### src/dmf_pkg.sv
// Shared types and constants of the dual mailbox FIFO core.
package dmf_pkg;

    localparam int DATA_W      = 32;
    localparam int STATUS_W    = 5;
    localparam int IRQ_W       = 2;
    localparam int CMD_W       = 2;
    localparam int S_TUSER_W   = 3;
    localparam int M_TDATA_W   = 48;
    localparam int CFG_INDEX_W = 3;
    localparam int CFG_DATA_W  = 1;

    typedef enum logic [CMD_W-1:0] {
        CMD_SEND  = 2'd0,
        CMD_RECV  = 2'd1,
        CMD_CLEAR = 2'd2,
        CMD_NOP   = 2'd3
    } cmd_t;

    localparam logic [CFG_INDEX_W-1:0] CFG_ENABLE_A        = 3'd0;
    localparam logic [CFG_INDEX_W-1:0] CFG_ENABLE_B        = 3'd1;
    localparam logic [CFG_INDEX_W-1:0] CFG_SEND_EMPTY_IE_A = 3'd2;
    localparam logic [CFG_INDEX_W-1:0] CFG_SEND_EMPTY_IE_B = 3'd3;
    localparam logic [CFG_INDEX_W-1:0] CFG_RECV_NE_IE_A    = 3'd4;
    localparam logic [CFG_INDEX_W-1:0] CFG_RECV_NE_IE_B    = 3'd5;

    localparam int IRQ_SEND_EMPTY = 0;
    localparam int IRQ_RECV_NE    = 1;

endpackage

### src/dmf_ram.sv
// Generic RAM with one write port and two registered read ports.
module dmf_ram #(
    parameter int WIDTH = 32,
    parameter int DEPTH = 32,
    localparam int ADDR_W = $clog2(DEPTH)
) (
    input  logic              clk,
    input  logic              wr_en,
    input  logic [ADDR_W-1:0] wr_addr,
    input  logic [WIDTH-1:0]  wr_data,
    input  logic [ADDR_W-1:0] rd_addr_a,
    output logic [WIDTH-1:0]  rd_data_a,
    input  logic [ADDR_W-1:0] rd_addr_b,
    output logic [WIDTH-1:0]  rd_data_b
);

    logic [WIDTH-1:0] mem [DEPTH];

    always_ff @(posedge clk)
    begin
        if (wr_en)
        begin
            mem[wr_addr] <= wr_data;
        end
        rd_data_a <= mem[rd_addr_a];
        rd_data_b <= mem[rd_addr_b];
    end

endmodule

### src/dual_mailbox_fifo_core.sv
// Top level of the dual mailbox FIFO core: two send FIFOs, status and interrupt pulses.
//
// Each side owns a send FIFO of FIFO_DEPTH words that is the other side's receive FIFO;
// both FIFOs share one RAM. A command beat is taken into an input register and fully
// processed from there into the result register, so the core accepts one beat per
// clock while the output side does not stall, and every command beat yields exactly
// one result beat. The RAM is read ahead at each FIFO's upcoming head pointer, with a
// bypass for a word written in that same cycle, so a receive never waits on the RAM.
// Configuration writes take effect at once and should only be made while no beats
// are in flight.
module dual_mailbox_fifo_core
    import dmf_pkg::*;
#(
    parameter int FIFO_DEPTH = 16
) (
    input  logic                   clk,
    input  logic                   rst_n,
    input  logic                   s_tvalid,
    output logic                   s_tready,
    input  logic [DATA_W-1:0]      s_tdata,    // data_word
    input  logic [S_TUSER_W-1:0]   s_tuser,    // command[1:0], side[2]
    output logic                   m_tvalid,
    input  logic                   m_tready,
    output logic [M_TDATA_W-1:0]   m_tdata,    // read_data, status_a, status_b, irq_a, irq_b
    input  logic                   cfg_write,
    input  logic [CFG_INDEX_W-1:0] cfg_index,
    input  logic [CFG_DATA_W-1:0]  cfg_data
);

    localparam int PTR_W     = (FIFO_DEPTH > 1) ? $clog2(FIFO_DEPTH) : 1;
    localparam int CNT_W     = $clog2(FIFO_DEPTH + 1);
    localparam int ADDR_W    = PTR_W + 1;
    localparam int RAM_DEPTH = 2 << PTR_W;
    localparam logic [CNT_W-1:0] CNT_FULL = CNT_W'(FIFO_DEPTH);
    localparam logic [PTR_W-1:0] PTR_LAST = PTR_W'(FIFO_DEPTH - 1);

    logic                in_valid_reg;
    cmd_t                in_cmd_reg;
    logic                in_side_reg;
    logic [DATA_W-1:0]   in_word_reg;

    logic                out_valid_reg;
    logic [M_TDATA_W-1:0] out_data_reg;
    logic [M_TDATA_W-1:0] out_data_next;

    logic [PTR_W-1:0]    head_reg  [2];
    logic [PTR_W-1:0]    head_next [2];
    logic [PTR_W-1:0]    tail_reg  [2];
    logic [PTR_W-1:0]    tail_next [2];
    logic [CNT_W-1:0]    count_reg  [2];
    logic [CNT_W-1:0]    count_next [2];
    logic [DATA_W-1:0]   latch_reg  [2];
    logic [DATA_W-1:0]   latch_next [2];
    logic [1:0]          error_reg;
    logic [1:0]          error_next;

    logic [1:0]          enable_reg;
    logic [1:0]          send_empty_ie_reg;
    logic [1:0]          recv_ne_ie_reg;

    logic [1:0]          bypass_valid_reg;
    logic [DATA_W-1:0]   bypass_data_reg;

    logic                advance;
    logic                wr_en;
    logic [ADDR_W-1:0]   wr_addr;
    logic [ADDR_W-1:0]   rd_addr [2];
    logic [DATA_W-1:0]   rd_data [2];
    logic [DATA_W-1:0]   front   [2];
    logic [IRQ_W-1:0]    irq     [2];
    logic                own;
    logic                other;

    function automatic logic [STATUS_W-1:0] status_word(
        input logic [CNT_W-1:0] own_cnt,
        input logic [CNT_W-1:0] other_cnt,
        input logic             err
    );
        status_word = {err, other_cnt == CNT_FULL, other_cnt == '0,
                       own_cnt == CNT_FULL, own_cnt == '0};
    endfunction

    function automatic logic [PTR_W-1:0] ptr_inc(input logic [PTR_W-1:0] p);
        ptr_inc = (p == PTR_LAST) ? '0 : p + PTR_W'(1);
    endfunction

    assign advance  = in_valid_reg && (!out_valid_reg || m_tready);
    assign s_tready = !in_valid_reg || advance;
    assign m_tvalid = out_valid_reg;
    assign m_tdata  = out_data_reg;

    assign own   = in_side_reg;
    assign other = ~in_side_reg;

    assign front[0] = bypass_valid_reg[0] ? bypass_data_reg : rd_data[0];
    assign front[1] = bypass_valid_reg[1] ? bypass_data_reg : rd_data[1];

    assign rd_addr[0] = {1'b0, head_next[0]};
    assign rd_addr[1] = {1'b1, head_next[1]};

    always_comb
    begin
        head_next  = head_reg;
        tail_next  = tail_reg;
        count_next = count_reg;
        latch_next = latch_reg;
        error_next = error_reg;
        irq[0]     = '0;
        irq[1]     = '0;
        wr_en      = 1'b0;
        wr_addr    = {own, tail_reg[own]};
        if (advance)
        begin
            unique case (in_cmd_reg)
                CMD_SEND:
                begin
                    if (enable_reg[own])
                    begin
                        if (count_reg[own] != CNT_FULL)
                        begin
                            wr_en           = 1'b1;
                            tail_next[own]  = ptr_inc(tail_reg[own]);
                            count_next[own] = count_reg[own] + CNT_W'(1);
                            if (count_reg[own] == '0 && recv_ne_ie_reg[other])
                            begin
                                irq[other][IRQ_RECV_NE] = 1'b1;
                            end
                        end
                        else
                        begin
                            error_next[own] = 1'b1;
                        end
                    end
                end
                CMD_RECV:
                begin
                    if (count_reg[other] != '0)
                    begin
                        latch_next[own] = front[other];
                        if (enable_reg[own])
                        begin
                            head_next[other]  = ptr_inc(head_reg[other]);
                            count_next[other] = count_reg[other] - CNT_W'(1);
                            if (count_reg[other] == CNT_W'(1) && send_empty_ie_reg[other])
                            begin
                                irq[other][IRQ_SEND_EMPTY] = 1'b1;
                            end
                        end
                    end
                    else
                    begin
                        error_next[own] = 1'b1;
                    end
                end
                CMD_CLEAR:
                begin
                    if (count_reg[own] != '0)
                    begin
                        count_next[own] = '0;
                        head_next[own]  = '0;
                        tail_next[own]  = '0;
                        latch_next[own] = '0;
                        if (send_empty_ie_reg[own])
                        begin
                            irq[own][IRQ_SEND_EMPTY] = 1'b1;
                        end
                    end
                end
                CMD_NOP:
                begin
                end
            endcase
        end
        out_data_next = M_TDATA_W'({irq[1], irq[0],
                         status_word(count_next[1], count_next[0], error_next[1]),
                         status_word(count_next[0], count_next[1], error_next[0]),
                         latch_next[own]});
    end

    always_ff @(posedge clk or negedge rst_n)
    begin
        if (!rst_n)
        begin
            in_valid_reg      <= 1'b0;
            out_valid_reg     <= 1'b0;
            head_reg[0]       <= '0;
            head_reg[1]       <= '0;
            tail_reg[0]       <= '0;
            tail_reg[1]       <= '0;
            count_reg[0]      <= '0;
            count_reg[1]      <= '0;
            latch_reg[0]      <= '0;
            latch_reg[1]      <= '0;
            error_reg         <= '0;
            enable_reg        <= '0;
            send_empty_ie_reg <= '0;
            recv_ne_ie_reg    <= '0;
            bypass_valid_reg  <= '0;
        end
        else
        begin
            if (s_tready)
            begin
                in_valid_reg <= s_tvalid;
            end
            if (advance)
            begin
                out_valid_reg <= 1'b1;
            end
            else if (m_tready)
            begin
                out_valid_reg <= 1'b0;
            end
            head_reg   <= head_next;
            tail_reg   <= tail_next;
            count_reg  <= count_next;
            latch_reg  <= latch_next;
            error_reg  <= error_next;
            bypass_valid_reg[0] <= wr_en && (wr_addr == rd_addr[0]);
            bypass_valid_reg[1] <= wr_en && (wr_addr == rd_addr[1]);
            if (cfg_write)
            begin
                unique case (cfg_index)
                    CFG_ENABLE_A:        enable_reg[0]        <= cfg_data[0];
                    CFG_ENABLE_B:        enable_reg[1]        <= cfg_data[0];
                    CFG_SEND_EMPTY_IE_A: send_empty_ie_reg[0] <= cfg_data[0];
                    CFG_SEND_EMPTY_IE_B: send_empty_ie_reg[1] <= cfg_data[0];
                    CFG_RECV_NE_IE_A:    recv_ne_ie_reg[0]    <= cfg_data[0];
                    CFG_RECV_NE_IE_B:    recv_ne_ie_reg[1]    <= cfg_data[0];
                    default:
                    begin
                    end
                endcase
            end
        end
    end

    always_ff @(posedge clk)
    begin
        if (s_tready && s_tvalid)
        begin
            in_cmd_reg  <= cmd_t'(s_tuser[CMD_W-1:0]);
            in_side_reg <= s_tuser[CMD_W];
            in_word_reg <= s_tdata;
        end
        if (advance)
        begin
            out_data_reg <= out_data_next;
        end
        bypass_data_reg <= in_word_reg;
    end

    dmf_ram #(
        .WIDTH (DATA_W),
        .DEPTH (RAM_DEPTH)
    ) u_ram (
        .clk       (clk),
        .wr_en     (wr_en),
        .wr_addr   (wr_addr),
        .wr_data   (in_word_reg),
        .rd_addr_a (rd_addr[0]),
        .rd_data_a (rd_data[0]),
        .rd_addr_b (rd_addr[1]),
        .rd_data_b (rd_data[1])
    );

endmodule
### config.mk
export PLATFORM = sky130hd
export DESIGN_NAME = dual_mailbox_fifo_core
export DESIGN_NICKNAME = d
export VERILOG_FILES = /design/src/dmf_pkg.sv /design/src/dmf_ram.sv /design/src/dual_mailbox_fifo_core.sv
export SDC_FILE = /design/constraint.sdc
export NUM_CORES = 2
export LEC_CHECK = 0
export ABC_AREA = 1
export BUFFER_PORTS_ARGS = -buffer_cell sky130_fd_sc_hd__buf_4
export CAP_MARGIN = 10
export CORE_UTILIZATION = 55
export DETAILED_ROUTE_END_ITERATION = 16
export HOLD_SLACK_MARGIN = 0.03
export PLACE_DENSITY = 0.72
export SYNTH_ARGS = -nofsm -noshare
export SYNTH_HDL_FRONTEND = slang
export SYNTH_SLANG_ARGS = --single-unit
### constraint.sdc
create_clock -name clk -period 5.75 [get_ports clk]
set_clock_uncertainty 0.15 [all_clocks]
set_input_delay 0.2875 -clock clk [delete_from_list [all_inputs] [get_ports clk]]
set_output_delay 0.2875 -clock clk [all_outputs]
set_load 0.02 [all_outputs]
==> results.md <==
- Status: finished clean
- H-tree Lvls: 4
- Setup crit end kind: flip-flop
- Yosys reg bits: 1299
- Root buffer cell: clkbuf_16
- Top_reg_cell synth: edfxtp_1
- Initial antenna violation count: 4
- # fillers: 7558
- Layout cells sized above 1: 8.700%
- DPL Wire Length: 80370 µm
- HP Class: in2reg
- Residual DRC: 0
- Post-synth ARST share: 7.852%
- PD cells: 399.9 nW/µm²
- Vias in the first global route: 37030
- Slew Viols, Final: 0
- Synth Warn #: 0
- Sequential area share after synthesis: 67.76%
- Vias after detailed routing: 39010
- Startpoint Class: flip-flop
- Placer Congestion: 0.9112
- Arr. time, crit path: 4990 ps
- Initial Util: 55.40%
- DIE WIDTH: 319.4 µm
- Row count: 116
- Hold slack: 101.3 ps
- Slew @ Worst Pin: 1270 ps
- Via density: 5.792
- Post-synth EDFFs: 1101
- Relative slew margins: 15.32%
- CP max FO: 111
- First-pass GRT wire length: 223900 µm
- Setup bufs post-CTS: 0
- Final antenna-violating net count: 0
- CTS Buf Count: 133
- Place WS: 1341 ps
- Tcrit/Tclk final: 78.52%
- IO Count: 94
- Worst setup margin: 1235 ps
- Final hold violation count: 0
- Core ar.: 100000 µm²
- IO buf count: 91
- Clock Tree Buf Depth: 3
- Clock Latency Late Sink: 750 ps
- Leak: 25.74 nW
- Final WL: 149100 µm
- # clock sinks: 1299
- GRT Total Usage: 29.20%
- Area of the mapped netlist: 55400 µm²
- DIE AREA: 102000 µm²
- F_max: 221.5 MHz
- Setup TNS: 0 ps
- Final min period: 4515 ps
- Max Cap Viol: 0
- Largest register FFs: 1024
- Worst vdd ir: 0.0003751 V
- Mapped Cells: 5270
- Dominant cell type by area after synthesis: edfxtp_1
- Overall power: 25.07 mW
- Overflow after GRT: 0
- Largest net degree at the start of global routing: 214
- WL/cell: 22.13 µm
- RSZ-0062 raised after global routing: false
- CTS tree: done
- Clock transition at path regs: 60 ps
- Area Overhead vs Synth: 13.16%
- Worst Path Required: 6220 ps
- Mean area per synthesized cell: 10.51 µm²
- Starting DRT DRC Count: 4811
- Nets: 5387
- Die Ht: 319.4 µm
- Distinct cells, synth: 48
- Synth top area share: 59.68%
- DRT Pass-1 Iters: 5
- Area contributors post-synth: edfxtp_1 (60%), nand3_1 (8.9%), nand2_1 (8.0%)
- Setup Viol. Count Final: 0
- WS Path Type: reg2reg
cells in the mapped netlist (all sizes together) (7+ instances only):
cell type	n
o31ai	13
ha	14
o211ai	17
a31oi	14
nand3	986
nand2	1182
a21oi	16
edfxtp	1101
a22o	12
inv	836
clkbuf	119
dfrtp	102
buf	213
nor2	98
nand4	194
o22ai	46
xor2	7
o21ai	180
dfxtp	96
placed cells by master (no fill, tap or decap), drive strengths merged:
cell type	instances
xor2	7
a32oi	1
dlygate4sd3	51
o32ai	1
or2	1
nand2	1182
bufinv	7
clkinvlp	2
o221a	1
a31oi	14
xnor2	2
dfrtp	102
mux2i	2
o211ai	17
inv	837
o21a	3
o2111ai	1
o221ai	2
ha	14
a21oi	16
o21bai	1
a211oi	1
nor2	98
o22ai	46
conb	2
nor3	5
a22o	12
buf	204
clkinv	41
o21ai	180
o31ai	13
nand4	194
dfxtp	96
edfxtp	1101
nand3	986
a22oi	1
diode	1
clkbuf	193
stage by stage:
stage                     util, %  area (µm²)  instances
after floorplan                 -       55400       5271
after global placement      57.65       57660       6436
after detailed placement    57.65       57660       6436
after CTS                   62.58       62580       6731
after global routing        62.69       62690       6735
final                       62.69       62690       6736
worst paths after layout:
| path | to | cells past startpoint | slack, ps | start |
|---|---|---|---|---|
| max in group asynchronous | bypass_valid_reg[0]$_DFF_PN0_ | 4 | 4150 | rst_n |
| worst min-delay path | in_word_reg[2]$_DFFE_PP_ | 2 | 100 | s_tdata[2] |
| worst min register to register | tail_reg[0]$_DFFE_PN0P_ | 1 | 330 | tail_reg[0]$_DFFE_PN0P_ |
| worst max register to register | u_ram.rd_data_a[16]$_DFF_P_ | 14 | 1240 | in_side_reg$_DFFE_PP_ |
| worst max-delay path | u_ram.rd_data_a[16]$_DFF_P_ | 14 | 1240 | in_side_reg$_DFFE_PP_ |
| min in group asynchronous | in_valid_reg$_DFFE_PN0N_ | 4 | 550 | rst_n |
layer usage:
metal / track usage, % / vias to the layer above / routed length [µm]
met5: 0 / - / 0
met4: 11.23 / 0 / 4941
met3: 6.014 / 340 / 15290
met2: 45.70 / 2066 / 69570
met1: 40.28 / 18730 / 59270
li1: - / 17880 / -
layout make-up:
class | instances | area, µm² | area share, %
clock inverters | 50 | 584.3 | 0.9321
inverters | 837 | 3144 | 5.016
diodes | 1 | 2.502 | 0.003992
flip-flops and latches | 1299 | 37540 | 59.88
clock buffers | 193 | 3799 | 6.060
multi-input cells | 2803 | 13550 | 21.62
well taps | 1298 | 1624 | 2.591
repair buffers | 255 | 2442 | 3.896
power breakdown:
| group | switching (mW) | internal, mW | total [mW] |
|---|---|---|---|
| clock | 3.64 | 4.95 | 8.59 |
| sequential | 0.456 | 10.9 | 11.4 |
| combinational | 3.60 | 1.52 | 5.12 |
| total | 7.70 | 17.4 | 25.1 |
kinds of logic after synthesis:
family	count (synthesis)	synth area share, %
fa+ha+maj	14	0.3162
buf+inv	1169	8.429
flops	1299	67.76
compound gates	310	3.289
mux	2	0.03614
simple gates	2466	20.02
xor+xnor	9	0.1423
other cells	1	0.006769
critical path, cell delays in order, from the launching register on:
cell      delay [ps]
edfxtp_1         380
buf_4            480
o21ai_0          230
ha_1             250
nand2_1          110
nor2_1            50
nor2_1           390
nand2_8          490
nand3_4          700
buf_12           380
nand2_1          150
nand3_1          140
nand3_1           80
nand3_1           90
nand2_1           70
repair_timing:
action | 4_1_cts | 5_1_grt
hold buffers | 52 | 0
setup endpoints to repair | 0 | 0
gates resized for setup | 0 | 0
endpoints found under the hold margin | 92 | 0
No activity file was read; power rests on OpenSTA's default activity.
